<file path="src/hw/rtl/rhwf_pkg.sv">
// ----------------------------------------------------------------------------
// rhwf_pkg
// Types, codes and constants shared by the right-hand wall follower.
// ----------------------------------------------------------------------------
package rhwf_pkg;

  localparam int NUM_SENSORS   = 8;
  localparam int TIME_W_DEF    = 32;
  localparam int NOW_W         = 32;
  localparam int DIST_W        = 12;
  localparam int DEG_RATE_W    = 10;
  localparam int CM_RATE_W     = 14;
  localparam int CFG_DATA_W    = 14;
  localparam int CFG_IDX_W     = 2;
  localparam int TURN_W        = 8;
  localparam int NEED_W        = TURN_W + CM_RATE_W;

  typedef enum logic [3:0] {
    ST_CHECK_WALL  = 4'd0,
    ST_FIND_WALL   = 4'd1,
    ST_WALL_WAIT   = 4'd2,
    ST_WALL_ORIENT = 4'd3,
    ST_AVOID_COLL  = 4'd4,
    ST_CLAUSTRO    = 4'd5,
    ST_FOLLOW      = 4'd6,
    ST_GO_ON       = 4'd7,
    ST_STAY_CLOSE  = 4'd8,
    ST_RUN_CLOSE   = 4'd9
  } rhwf_state_e;

  typedef enum logic [2:0] {
    CMD_KEEP  = 3'd0,
    CMD_MOVE  = 3'd1,
    CMD_RIGHT = 3'd2,
    CMD_LEFT  = 3'd3,
    CMD_STOP  = 3'd4
  } rhwf_cmd_e;

  typedef enum logic [CFG_IDX_W-1:0] {
    CFG_NEAR_THR = 2'd0,
    CFG_SIDE_THR = 2'd1,
    CFG_MS_DEG   = 2'd2,
    CFG_MS_CM    = 2'd3
  } rhwf_cfg_idx_e;

  // sensor positions in the input order
  localparam int S_R20  = 0;
  localparam int S_R45  = 1;
  localparam int S_R90  = 2;
  localparam int S_R150 = 3;
  localparam int S_L150 = 4;
  localparam int S_L90  = 5;
  localparam int S_L45  = 6;
  localparam int S_L20  = 7;

  // wall search priority, with the turn for each hit (relative to -20 deg)
  localparam logic [2:0] SCAN_ORDER [NUM_SENSORS] =
    '{3'd0, 3'd1, 3'd7, 3'd2, 3'd6, 3'd3, 3'd5, 3'd4};
  localparam logic [TURN_W-1:0] SCAN_TURN [NUM_SENSORS] =
    '{8'd0, 8'd25, 8'd40, 8'd70, 8'd65, 8'd130, 8'd110, 8'd170};
  localparam logic SCAN_LEFT [NUM_SENSORS] =
    '{1'b1, 1'b0, 1'b1, 1'b0, 1'b1, 1'b0, 1'b1, 1'b1};

  localparam logic [TURN_W-1:0] CORNER_D_CM     = 8'd10;
  localparam logic [TURN_W-1:0] CORNER_X_CM     = 8'd5;
  localparam logic [TURN_W-1:0] WALL_D_CM       = 8'd1;
  localparam logic [TURN_W-1:0] SMALL_TURN_DEG  = 8'd5;
  localparam logic [TURN_W-1:0] CORNER_TURN_DEG = 8'd70;

  localparam logic [DIST_W-1:0]     NEAR_THR_RST = 12'd48;
  localparam logic [DIST_W-1:0]     SIDE_THR_RST = 12'd24;
  localparam logic [DEG_RATE_W-1:0] MS_DEG_RST   = 10'd10;
  localparam logic [CM_RATE_W-1:0]  MS_CM_RST    = 14'd200;

  typedef struct packed {
    logic [DIST_W-1:0]     near_thr;
    logic [DIST_W-1:0]     side_thr;
    logic [DEG_RATE_W-1:0] ms_deg;
    logic [CM_RATE_W-1:0]  ms_cm;
  } rhwf_cfg_t;

  typedef struct packed {
    logic [NUM_SENSORS-1:0] near;
    logic                   side_close;
  } rhwf_sense_t;

  typedef struct packed {
    logic [2:0] cmd;
    logic [3:0] state;
    logic       changed;
  } rhwf_result_t;

endpackage

</file>
<file path="src/hw/rtl/rhwf_cfg.sv">
// ----------------------------------------------------------------------------
// rhwf_cfg
// Configuration registers with write decode.
// ----------------------------------------------------------------------------
module rhwf_cfg (
  input  logic                             clk_i,
  input  logic                             rst_ni,
  input  logic                             cfg_we_i,
  input  logic [rhwf_pkg::CFG_IDX_W-1:0]   cfg_idx_i,
  input  logic [rhwf_pkg::CFG_DATA_W-1:0]  cfg_wdata_i,
  output rhwf_pkg::rhwf_cfg_t              cfg_o
);
  import rhwf_pkg::*;

  rhwf_cfg_t cfg_q, cfg_d;

  always_comb begin
    cfg_d = cfg_q;
    if (cfg_we_i) begin
      unique case (rhwf_cfg_idx_e'(cfg_idx_i))
        CFG_NEAR_THR: cfg_d.near_thr = cfg_wdata_i[DIST_W-1:0];
        CFG_SIDE_THR: cfg_d.side_thr = cfg_wdata_i[DIST_W-1:0];
        CFG_MS_DEG:   cfg_d.ms_deg   = cfg_wdata_i[DEG_RATE_W-1:0];
        CFG_MS_CM:    cfg_d.ms_cm    = cfg_wdata_i[CM_RATE_W-1:0];
        default:      cfg_d = cfg_q;
      endcase
    end
  end

  always_ff @(posedge clk_i or negedge rst_ni) begin
    if (!rst_ni) begin
      cfg_q.near_thr <= NEAR_THR_RST;
      cfg_q.side_thr <= SIDE_THR_RST;
      cfg_q.ms_deg   <= MS_DEG_RST;
      cfg_q.ms_cm    <= MS_CM_RST;
    end else begin
      cfg_q <= cfg_d;
    end
  end

  assign cfg_o = cfg_q;

endmodule

</file>
<file path="src/hw/rtl/rhwf_in_stage.sv">
// ----------------------------------------------------------------------------
// rhwf_in_stage
// Input register: obstacle flags from the distance compares and the time.
// ----------------------------------------------------------------------------
module rhwf_in_stage #(
  parameter int TIME_WIDTH = rhwf_pkg::TIME_W_DEF
) (
  input  logic                         clk_i,
  input  logic                         rst_ni,
  input  logic                         load_i,
  input  logic                         adv_i,
  input  rhwf_pkg::rhwf_cfg_t          cfg_i,
  input  logic [rhwf_pkg::DIST_W-1:0]  dist_i [rhwf_pkg::NUM_SENSORS],
  input  logic [rhwf_pkg::NOW_W-1:0]   now_ms_i,
  output logic                         valid_o,
  output rhwf_pkg::rhwf_sense_t        sense_o,
  output logic [TIME_WIDTH-1:0]        now_o
);
  import rhwf_pkg::*;

  logic                  valid_q;
  rhwf_sense_t           sense_q, sense_d;
  logic [TIME_WIDTH-1:0] now_q;

  always_comb begin
    for (int i = 0; i < NUM_SENSORS; i++) begin
      sense_d.near[i] = dist_i[i] <= cfg_i.near_thr;
    end
    sense_d.side_close = dist_i[S_R90] <= cfg_i.side_thr;
  end

  always_ff @(posedge clk_i or negedge rst_ni) begin
    if (!rst_ni) begin
      valid_q <= 1'b0;
    end else if (load_i) begin
      valid_q <= 1'b1;
    end else if (adv_i) begin
      valid_q <= 1'b0;
    end
  end

  always_ff @(posedge clk_i) begin
    if (load_i) begin
      sense_q <= sense_d;
      now_q   <= TIME_WIDTH'(now_ms_i);
    end
  end

  assign valid_o = valid_q;
  assign sense_o = sense_q;
  assign now_o   = now_q;

endmodule

</file>
<file path="src/hw/rtl/rhwf_core.sv">
// ----------------------------------------------------------------------------
// rhwf_core
// Follower state machine, entry time, turn angle and wait timer compare.
// ----------------------------------------------------------------------------
module rhwf_core #(
  parameter int TIME_WIDTH = rhwf_pkg::TIME_W_DEF
) (
  input  logic                   clk_i,
  input  logic                   rst_ni,
  input  logic                   adv_i,
  input  rhwf_pkg::rhwf_cfg_t    cfg_i,
  input  rhwf_pkg::rhwf_sense_t  sense_i,
  input  logic [TIME_WIDTH-1:0]  now_i,
  output rhwf_pkg::rhwf_result_t res_o
);
  import rhwf_pkg::*;

  localparam int CMP_W = (TIME_WIDTH > NEED_W) ? TIME_WIDTH : NEED_W;

  rhwf_state_e           state_q, state_d;
  logic [TIME_WIDTH-1:0] entered_q, entered_d;
  logic [TURN_W-1:0]     turn_q, turn_d;

  logic [TURN_W-1:0]     fac_a;
  logic [CM_RATE_W-1:0]  fac_b;
  logic [NEED_W-1:0]     need;
  logic [TIME_WIDTH-1:0] elapsed;
  logic                  waited;
  logic                  found;
  logic [TURN_W-1:0]     scan_turn;
  logic                  scan_left;
  rhwf_cmd_e             cmd;
  logic                  changed;

  // wait length for the current state
  always_comb begin
    fac_a = '0;
    fac_b = '0;
    unique case (state_q) inside
      ST_WALL_WAIT: begin
        fac_a = turn_q;
        fac_b = CM_RATE_W'(cfg_i.ms_deg);
      end
      ST_AVOID_COLL, ST_CLAUSTRO: begin
        fac_a = SMALL_TURN_DEG;
        fac_b = CM_RATE_W'(cfg_i.ms_deg);
      end
      ST_STAY_CLOSE: begin
        fac_a = CORNER_TURN_DEG;
        fac_b = CM_RATE_W'(cfg_i.ms_deg);
      end
      ST_FOLLOW: begin
        fac_a = WALL_D_CM;
        fac_b = cfg_i.ms_cm;
      end
      ST_GO_ON: begin
        fac_a = CORNER_D_CM;
        fac_b = cfg_i.ms_cm;
      end
      ST_RUN_CLOSE: begin
        fac_a = CORNER_X_CM;
        fac_b = cfg_i.ms_cm;
      end
      default: begin
        fac_a = '0;
        fac_b = '0;
      end
    endcase
  end

  assign need    = NEED_W'(fac_a) * NEED_W'(fac_b);
  assign elapsed = now_i - entered_q;
  assign waited  = CMP_W'(elapsed) >= CMP_W'(need);

  // first near sensor in priority order
  always_comb begin
    found     = 1'b0;
    scan_turn = '0;
    scan_left = 1'b0;
    for (int i = 0; i < NUM_SENSORS; i++) begin
      if (!found && sense_i.near[SCAN_ORDER[i]]) begin
        found     = 1'b1;
        scan_turn = SCAN_TURN[i];
        scan_left = SCAN_LEFT[i];
      end
    end
  end

  always_comb begin
    state_d = state_q;
    turn_d  = turn_q;
    cmd     = CMD_KEEP;
    unique case (state_q)
      ST_CHECK_WALL: begin
        if (!found) begin
          state_d = ST_FIND_WALL;
          cmd     = CMD_MOVE;
        end else begin
          state_d = ST_WALL_WAIT;
          turn_d  = scan_turn;
          cmd     = scan_left ? CMD_LEFT : CMD_RIGHT;
        end
      end
      ST_FIND_WALL: begin
        if (sense_i.near[S_R20] || sense_i.near[S_R45] ||
            sense_i.near[S_L20] || sense_i.near[S_L45]) begin
          state_d = ST_CHECK_WALL;
        end
      end
      ST_WALL_WAIT: begin
        if (waited) begin
          state_d = ST_WALL_ORIENT;
          cmd     = CMD_MOVE;
        end
      end
      ST_WALL_ORIENT: begin
        if (sense_i.near[S_R45]) begin
          state_d = ST_AVOID_COLL;
          cmd     = CMD_LEFT;
        end
      end
      ST_AVOID_COLL: begin
        if (sense_i.near[S_R90]) begin
          state_d = ST_CLAUSTRO;
          cmd     = CMD_LEFT;
        end else if (!sense_i.near[S_R45] && waited) begin
          state_d = ST_WALL_ORIENT;
          cmd     = CMD_MOVE;
        end
      end
      ST_CLAUSTRO: begin
        if (!sense_i.near[S_R20] && waited) begin
          state_d = ST_FOLLOW;
          cmd     = CMD_MOVE;
        end
      end
      ST_FOLLOW: begin
        if (sense_i.near[S_R20] || (sense_i.side_close && waited)) begin
          state_d = ST_CLAUSTRO;
          cmd     = CMD_LEFT;
        end else if (!sense_i.near[S_R45]) begin
          state_d = ST_GO_ON;
        end
      end
      ST_GO_ON: begin
        if (sense_i.near[S_R20]) begin
          state_d = ST_CLAUSTRO;
          cmd     = CMD_LEFT;
        end else if (sense_i.near[S_R45]) begin
          state_d = ST_FOLLOW;
          cmd     = CMD_MOVE;
        end else if (waited) begin
          state_d = ST_STAY_CLOSE;
          cmd     = CMD_RIGHT;
        end
      end
      ST_STAY_CLOSE: begin
        if (waited) begin
          state_d = ST_RUN_CLOSE;
          cmd     = CMD_MOVE;
        end
      end
      ST_RUN_CLOSE: begin
        if (sense_i.near[S_R20]) begin
          state_d = ST_WALL_ORIENT;
          cmd     = CMD_MOVE;
        end else if (!sense_i.near[S_R45] && waited) begin
          state_d = ST_STAY_CLOSE;
          cmd     = CMD_RIGHT;
        end
      end
      default: begin
        // illegal encoding: recover with a stop
        state_d = ST_CHECK_WALL;
        cmd     = CMD_STOP;
      end
    endcase
  end

  assign changed   = state_d != state_q;
  assign entered_d = changed ? now_i : entered_q;

  always_ff @(posedge clk_i or negedge rst_ni) begin
    if (!rst_ni) begin
      state_q   <= ST_CHECK_WALL;
      entered_q <= '0;
      turn_q    <= '0;
    end else if (adv_i) begin
      state_q   <= state_d;
      entered_q <= entered_d;
      turn_q    <= turn_d;
    end
  end

  assign res_o.cmd     = cmd;
  assign res_o.state   = state_d;
  assign res_o.changed = changed;

endmodule

</file>
<file path="src/hw/rtl/right_hand_wall_follower_unit.sv">
// ----------------------------------------------------------------------------
// right_hand_wall_follower_unit
// Right-hand wall follower: one motor command per control step request.
// ----------------------------------------------------------------------------
// An accepted request is held in the input register, then its result in the result register.
// Throughput: one request per cycle; the input register hands over to the
// state machine and result register every cycle the output is not stalled.
// Reset: state check_wall, entry time and turn angle zero, configuration at
// its defaults, both stages empty.
module right_hand_wall_follower_unit #(
  parameter int TIME_WIDTH = rhwf_pkg::TIME_W_DEF
) (
  input  logic                             clk_i,
  input  logic                             rst_ni,
  input  logic                             cfg_we_i,
  input  logic [rhwf_pkg::CFG_IDX_W-1:0]   cfg_idx_i,
  input  logic [rhwf_pkg::CFG_DATA_W-1:0]  cfg_wdata_i,
  input  logic                             in_valid_i,
  output logic                             in_stall_o,
  input  logic [rhwf_pkg::DIST_W-1:0]      dist_right_20_i,
  input  logic [rhwf_pkg::DIST_W-1:0]      dist_right_45_i,
  input  logic [rhwf_pkg::DIST_W-1:0]      dist_right_90_i,
  input  logic [rhwf_pkg::DIST_W-1:0]      dist_right_150_i,
  input  logic [rhwf_pkg::DIST_W-1:0]      dist_left_150_i,
  input  logic [rhwf_pkg::DIST_W-1:0]      dist_left_90_i,
  input  logic [rhwf_pkg::DIST_W-1:0]      dist_left_45_i,
  input  logic [rhwf_pkg::DIST_W-1:0]      dist_left_20_i,
  input  logic [rhwf_pkg::NOW_W-1:0]       now_ms_i,
  output logic                             out_valid_o,
  input  logic                             out_stall_i,
  output logic [2:0]                       motor_cmd_o,
  output logic [3:0]                       nav_state_o,
  output logic                             state_changed_o
);
  import rhwf_pkg::*;

  rhwf_cfg_t             cfg;
  logic [DIST_W-1:0]     dist_vec [NUM_SENSORS];
  logic                  s1_valid;
  rhwf_sense_t           sense;
  logic [TIME_WIDTH-1:0] s1_now;
  logic                  adv;
  logic                  in_load;
  rhwf_result_t          res;
  rhwf_result_t          res_q;
  logic                  out_valid_q;

  assign dist_vec[S_R20]  = dist_right_20_i;
  assign dist_vec[S_R45]  = dist_right_45_i;
  assign dist_vec[S_R90]  = dist_right_90_i;
  assign dist_vec[S_R150] = dist_right_150_i;
  assign dist_vec[S_L150] = dist_left_150_i;
  assign dist_vec[S_L90]  = dist_left_90_i;
  assign dist_vec[S_L45]  = dist_left_45_i;
  assign dist_vec[S_L20]  = dist_left_20_i;

  assign adv        = s1_valid && (!out_valid_q || !out_stall_i);
  assign in_stall_o = s1_valid && !adv;
  assign in_load    = in_valid_i && !in_stall_o;

  rhwf_cfg u_cfg (
    .clk_i       (clk_i),
    .rst_ni      (rst_ni),
    .cfg_we_i    (cfg_we_i),
    .cfg_idx_i   (cfg_idx_i),
    .cfg_wdata_i (cfg_wdata_i),
    .cfg_o       (cfg)
  );

  rhwf_in_stage #(
    .TIME_WIDTH (TIME_WIDTH)
  ) u_in_stage (
    .clk_i    (clk_i),
    .rst_ni   (rst_ni),
    .load_i   (in_load),
    .adv_i    (adv),
    .cfg_i    (cfg),
    .dist_i   (dist_vec),
    .now_ms_i (now_ms_i),
    .valid_o  (s1_valid),
    .sense_o  (sense),
    .now_o    (s1_now)
  );

  rhwf_core #(
    .TIME_WIDTH (TIME_WIDTH)
  ) u_core (
    .clk_i   (clk_i),
    .rst_ni  (rst_ni),
    .adv_i   (adv),
    .cfg_i   (cfg),
    .sense_i (sense),
    .now_i   (s1_now),
    .res_o   (res)
  );

  always_ff @(posedge clk_i or negedge rst_ni) begin
    if (!rst_ni) begin
      out_valid_q <= 1'b0;
    end else if (adv) begin
      out_valid_q <= 1'b1;
    end else if (!out_stall_i) begin
      out_valid_q <= 1'b0;
    end
  end

  always_ff @(posedge clk_i) begin
    if (adv) begin
      res_q <= res;
    end
  end

  assign out_valid_o     = out_valid_q;
  assign motor_cmd_o     = res_q.cmd;
  assign nav_state_o     = res_q.state;
  assign state_changed_o = res_q.changed;

  // a command is only issued on a state change
  a_cmd_needs_change: assert property (@(posedge clk_i) disable iff (!rst_ni)
    out_valid_o && !state_changed_o |-> motor_cmd_o == CMD_KEEP)
    else $error("motor command without state change");

  // the input side only stalls behind a full, stalled result register
  a_stall_cause: assert property (@(posedge clk_i) disable iff (!rst_ni)
    in_stall_o |-> out_valid_o && out_stall_i)
    else $error("input stalled without output backpressure");

  // entering the turn wait always starts a rotation
  a_wait_turns: assert property (@(posedge clk_i) disable iff (!rst_ni)
    out_valid_o && state_changed_o && nav_state_o == ST_WALL_WAIT |->
      motor_cmd_o == CMD_LEFT || motor_cmd_o == CMD_RIGHT)
    else $error("turn wait entered without rotation");

endmodule
</file>
<file path="config.mk">
export PLATFORM = sky130hd
export DESIGN_NAME = right_hand_wall_follower_unit
export DESIGN_NICKNAME = d
export VERILOG_FILES = /design/src/hw/rtl/rhwf_pkg.sv /design/src/hw/rtl/rhwf_cfg.sv /design/src/hw/rtl/rhwf_in_stage.sv /design/src/hw/rtl/rhwf_core.sv /design/src/hw/rtl/right_hand_wall_follower_unit.sv
export SDC_FILE = /design/constraint.sdc
export NUM_CORES = 1
export LEC_CHECK = 0
export BUFFER_PORTS_ARGS = -buffer_cell sky130_fd_sc_hd__clkbuf_2
export CAP_MARGIN = 10
export CORE_ASPECT_RATIO = 0.8
export CORE_MARGIN = 3
export CORE_UTILIZATION = 55
export CTS_BUF_LIST = sky130_fd_sc_hd__clkbuf_4 sky130_fd_sc_hd__clkbuf_8 sky130_fd_sc_hd__clkbuf_16
export DETAILED_ROUTE_END_ITERATION = 12
export HOLD_SLACK_MARGIN = 0.02
export MAX_ROUTING_LAYER = met4
export PLACE_DENSITY = 0.76
export SYNTH_ARGS = -nofsm -noshare
export SYNTH_HDL_FRONTEND = slang
export SYNTH_SLANG_ARGS = --single-unit
export TNS_END_PERCENT = 100
</file>
<file path="constraint.sdc">
create_clock -name clk_i -period 20.8 [get_ports clk_i]
set_input_delay 3.12 -clock clk_i [delete_from_list [all_inputs] [get_ports clk_i]]
set_output_delay 3.12 -clock clk_i [all_outputs]
set_load 0.01 [all_outputs]
</file>
== Word level (Yosys, flattened, before mapping) ==
Cells that the tools add are included.

* Multiplexer cells: 58
* Reduce and logical (&&, ||, !) cells: 44
* Add/sub/neg operators: 1
* Equality and inequality tests: 14
* $lt $le $gt $ge: 10
* $mul: 1

{| class="wikitable"
|+ Operators by type and width
! operator !! number
|-
| <= comparator 12 bit || 9
|-
| 2-to-1 mux 4 bit || 14
|-
| case mux 4 bit (10 select lines) || 1
|-
| case mux 8 bit (5 select lines) || 1
|-
| >= comparator 32 x 22 -> 1 bit || 1
|-
| subtractor 32 bit || 1
|-
| case mux 14 bit (2 select lines) || 1
|-
| case mux 3 bit (9 select lines) || 1
|-
| 2-to-1 mux 8 bit || 3
|-
| 2-to-1 mux 1 bit || 23
|-
| multiplier 8 x 14 -> 22 bit || 1
|-
| == test 4 x 3 -> 1 bit, second input constant || 4
|-
| 2-to-1 mux 3 bit || 5
|-
| 2-to-1 mux 7 bit || 2
|-
| logical AND 1 bit || 13
|-
| zero test 1 bit || 13
|-
| 2-to-1 mux 2 bit || 5
|-
| AND reduction 2 bit || 5
|-
| == test 4 x 2 -> 1 bit, second input constant || 2
|-
| == test 4 bit, second input constant || 2
|-
| 2-to-1 mux 6 bit || 1
|-
| OR reduction 3 bit || 2
|-
| logical OR 1 bit || 5
|-
| 2-to-1 mux 5 bit || 1
|-
| 11 further kinds || 12
|}

* Output and inout port bits: 10
* Bits of input ports: 149
* Register bits: 143
* Logic and storage cells: 143

== Longest topological paths before layout ==
* Depth after elaboration: 26
* Depth in mapped cells: 41
* Depth with buffers taken out: 37

== Hierarchy ==
Synthesis repeated with hierarchy kept, for this count alone.

* Cells, all modules: 1456
* Area, all modules: 13912.1 um2

{| class="wikitable"
|+ Modules (own cells, without submodules)
! module !! area each (um2) !! instances !! sequential area each (um2) !! cells each
|-
| rhwf_core || 8132.8 || 1 || 1101.1 || 1002
|-
| rhwf_in_stage || 3669.8 || 1 || 1256.2 || 337
|-
| rhwf_cfg || 1808.0 || 1 || 1212.4 || 104
|-
| right_hand_wall_follower_unit || 301.5 || 1 || 265.3 || 13
|}

== Worst setup path before layout ==
Ideal clock, no wire load.

* Kind: register to register
* From: reg u_core.state_q[0]
* To: reg u_core.entered_q[10]
* Path slack: 11.551 ns
* Path buffers: 5
* Clock period less this slack: 9.249 ns
* Cell stages (with the launch flop): 36
* Library setup time: 0.127 ns
* Arrival: 9.122 ns
* Required time: 20.673 ns
* Path through: dfrtp_1 > clkbuf_1 > clkbuf_1 > nor4_1 > a21o_1 > clkbuf_1 > a22oi_1 > or2_2 > fa_1 > fa_1 > inv_1 > fa_1 > inv_1 > fa_1 > inv_1 > ha_1 > nor2b_1 > o21a_1 > o41ai_1 > o2111ai_1 > a31oi_1 > xor2_1 > ha_1 > a21o_1 > a21oi_1 > nand2b_1 > o31ai_1 > o2111ai_1 > or4_1 > or4_1 > or4_1 > buf_2 > a21o_1 > nand2_4 > buf_8 > mux2_1

{| class="wikitable"
|+ RTL lines
! element !! line !! RTL
|-
| start: declaration || rhwf_core.sv:20 || <nowiki>rhwf_state_e state_q, state_d;</nowiki>
|-
| start signal: assignment || rhwf_core.sv:189 || <nowiki>state_q <= state_d;</nowiki>
|-
| end signal: assignment || rhwf_core.sv:190 || <nowiki>entered_q <= entered_d;</nowiki>
|-
| end: declaration || rhwf_core.sv:21 || <nowiki>logic [TIME_WIDTH-1:0] entered_q, entered_d;</nowiki>
|}

==> summary.txt <==
Routing
  • Avg Vias per Cell: 5.71
  • Residual DRC: 0
  • Detailed Route WL: 34300 um
  • Iteration count of the initial detailed-routing pass: 5
  • First-iteration detailed-routing DRC count: 612
  • Antenna-violating nets left: 0
  • DR vias: 11200
  • Routed length per instance: 17.5 um

Setup path
  • R2R Path Start: u_core.state_q[3]
  • Reg2reg end: u_core.entered_q[18]
  • WP buf/inv: 4
  • CP Class: flop to flop
  • Slowest-stage cell, CP: o21ai_1
  • Setup crit end kind: flop
  • Worst Setup SP: u_core.state_q[3]
  • CP Max Fanout: 32
  • Worst Setup Start Kind: flop
  • Crit path max-delay family: compound AO/OA/AOI/OAI gates
  • Largest stage delay on the critical path: 0.86 ns
  • Arr. time, crit path: ~11 ns
  • FF-to-FF path depth: 32
  • WP depth: 32
  • Reg2Reg Setup Slack: 9.89 ns
  • Critical Path RT: around 21 ns

Die
  • Chip width: roughly 180 um
  • I/O pin total: 159
  • DIE AREA: 27100 um^2
  • Site Rows: 51
  • Initial Util: 0.564
  • Die span in y: roughly 150 um
  • Placeable Area: ~25000 um^2

GRT
  • Initial antenna violation count: 0
  • Vias in the first global route: 11500
  • Total track usage: 0.268
  • First-pass GRT wire length: approximately 57000 um
  • Largest net degree at the start of global routing: 73
  • Gr ovfl total: 0

Min path
  • Hold path startpoint: u_core.turn_q[4]
  • Worst hold-check path type: flop to flop
  • Hold depth: 2
  • WHS Endpoint: u_core.turn_q[4]

Synth
  • Synth Cell Area: approximately 14000 um^2
  • Ys Warns: 0
  • Top FF cell, synth: dfrtp_1
  • Share of Yosys cell area claimed by the top area cell type: 0.183
  • Cell variety after synth: 69
  • Synth area leaders: ha_1, dfrtp_1, edfxtp_1
  • Yosys reg bits: 143
  • Synth area leader: ha_1
  • Share of synthesized flip-flops with an asynchronous set or reset: 0.657
  • Post-synthesis sequential area ratio: 0.277
  • Syn avg cell area: 9.41 um^2
  • Post-Syn Instances: about 1500
  • EDFF count, synth: 49

Finish
  • Layout overhead on the synthesized area: 12.7%
  • Final instance area: 15600 um^2
  • Layout cells sized above 1: 0.160
  • Fill cells: 2074
  • Post-layout utilization of the core: 0.635
  • ANT cells: 0
  • Nets: 2055

STA
  • Final period util: 0.525
  • Skew final: 0.0203 ns
  • Worst hold slack: 0.484 ns
  • Period minus WS final: 10.91 ns
  • Setup_tns: 0 ns
  • Slew headroom: 0.223
  • Fin. Hold Viols: 0
  • Peak Freq: 91.6 MHz
  • Slew Limit Fails: 0
  • Final Setup Violations: 0
  • RSZ-0062 raised after global routing: false
  • Slew at the pin closest to its max-slew limit: 1.17 ns

Power
  • Maximum vdd drop: 0.0000748 V
  • LEAKAGE: 7.66 nW
  • Pwr Total: between 1.5 and 2 mW
  • Pwr Density: 115 nW/um^2

Place
  • Port bufs: 158
  • Placed cell area: 15000 um^2
  • DPL Wire Length: ~27000 um
  • Placer Congestion: around 0.94

Clock tree
  • Hold-fix buffers, CTS: 0
  • Cts repair resizes: 0
  • Total CTS buffers: 17
  • CTS tree: done
  • Postcts setup bufs: 0
  • H-tree depth: 4
  • CTS clk-pin slew, worst paths: ~0.06 ns
  • CTS root buf: clkbuf_16
  • Worst skew pair latency: 0.45 ns
  • CTS sink cnt: 143
  • Clk buf depth: 2

Outcome
  • Status: finished clean

Job
  • Max-cap viol count: 0
## worst max path at each step
stage	slack [ns]	endpoint
after floorplan	11.55	u_core.entered_q[10]
after global placement	10.20	u_core.entered_q[11]
after detailed placement	9.95	u_core.entered_q[20]
after CTS	9.88	u_core.entered_q[18]
after global routing	8.99	u_core.entered_q[18]
final	9.89	u_core.entered_q[18]
## placed cells by master (no fill, tap or decap), types with 25 or more instances in the layout
| master | n |
|---|---|
| dfrtp_1 | 85 |
| a21oi_1 | 96 |
| inv_1 | 181 |
| ha_1 | 203 |
| edfxtp_1 | 49 |
| o21ai_0 | 63 |
| clkbuf_2 | 157 |
| fa_1 | 73 |
| mux2_1 | 33 |
| mux2_2 | 38 |
| nor2_1 | 137 |
| nand4_1 | 35 |
| nor2b_1 | 27 |
| nand3_1 | 25 |
| a21o_1 | 40 |
| nand2_1 | 82 |
## final cells by class
| cell class | count | area (um^2) | share of cell area |
|---|---|---|---|
| Multi-Input combinational cell | 1123 | 9210 | 0.590 |
| Inverter | 183 | 687 | 0.0440 |
| Tap cell | 318 | 398 | 0.0255 |
| Timing Repair Buffer | 162 | 823 | 0.0527 |
| Sequential cell | 143 | 3830 | 0.246 |
| Clock inverter | 11 | 148 | 0.00946 |
| Clock buffer | 21 | 508 | 0.0325 |
## layer usage
metal	vias to the layer above	part of all wire	global-route usage
li1	5462	-	-
met1	5297	0.45	0.343
met2	380	0.46	0.429
met3	57	0.062	0.0593
met4	0	0.026	0.0807
met5	-	0	-
## registers in the layout (all words and copies together), names as in the netlist
signal / cells
u_cfg.cfg_o: 48
u_core.entered_q: 32
u_in_stage.now_o: 32
u_in_stage.sense_o: 9
u_core.turn_q: 8
nav_state_o: 4
u_core.state_q: 4
motor_cmd_o: 3
out_valid_o: 1
state_changed_o: 1
u_in_stage.valid_o: 1
## cells by family after synthesis
logic type	Yosys count	share of synthesized area
mux	77	0.0620
simple gates	403	0.141
xor+xnor	40	0.0253
compound gates	311	0.143
flops	143	0.277
buf+inv	220	0.0627
other cells	2	0.000542
fa+ha+maj	276	0.289
## worst reg2reg max path: cells and delay by family, from the launching register on
family	cells	cell delay, ns
and+or+nand+nor	9	2.93
DFF	1	0.66
AOI/OAI and AO/OA	11	3.59
muxes	1	0.41
xor gates and xnor gates	1	0.18
buffers and inverters	4	0.35
adders and majority gates	6	2.66
## power breakdown
part	total (mW)	leakage [nW]	internal [mW]	switching, mW
logic	1.06	5.75	0.429	0.627
registers	0.412	1.58	0.364	0.0472
clock network	0.334	0.327	0.212	0.123
## synth_stat cells (27+ instances only)
library cell / n
dfrtp_1: 85
a21oi_1: 96
inv_1: 181
nor2_1: 137
o21ai_0: 63
nand2_1: 82
mux2_2: 38
nand4_1: 35
nor2b_1: 27
ha_1: 203
a21o_1: 40
mux2_1: 33
edfxtp_1: 49
fa_1: 73
## stage by stage
step           worst slack [ns]  std cells
6_report                   9.89       1961
2_1_floorplan             11.55       1486
3_3_place_gp              10.20       1929
3_5_place_dp               9.95       1929
4_1_cts                    9.88       1961
5_1_grt                    8.99       1961
Note: power is estimated with default switching activity, not from simulation.
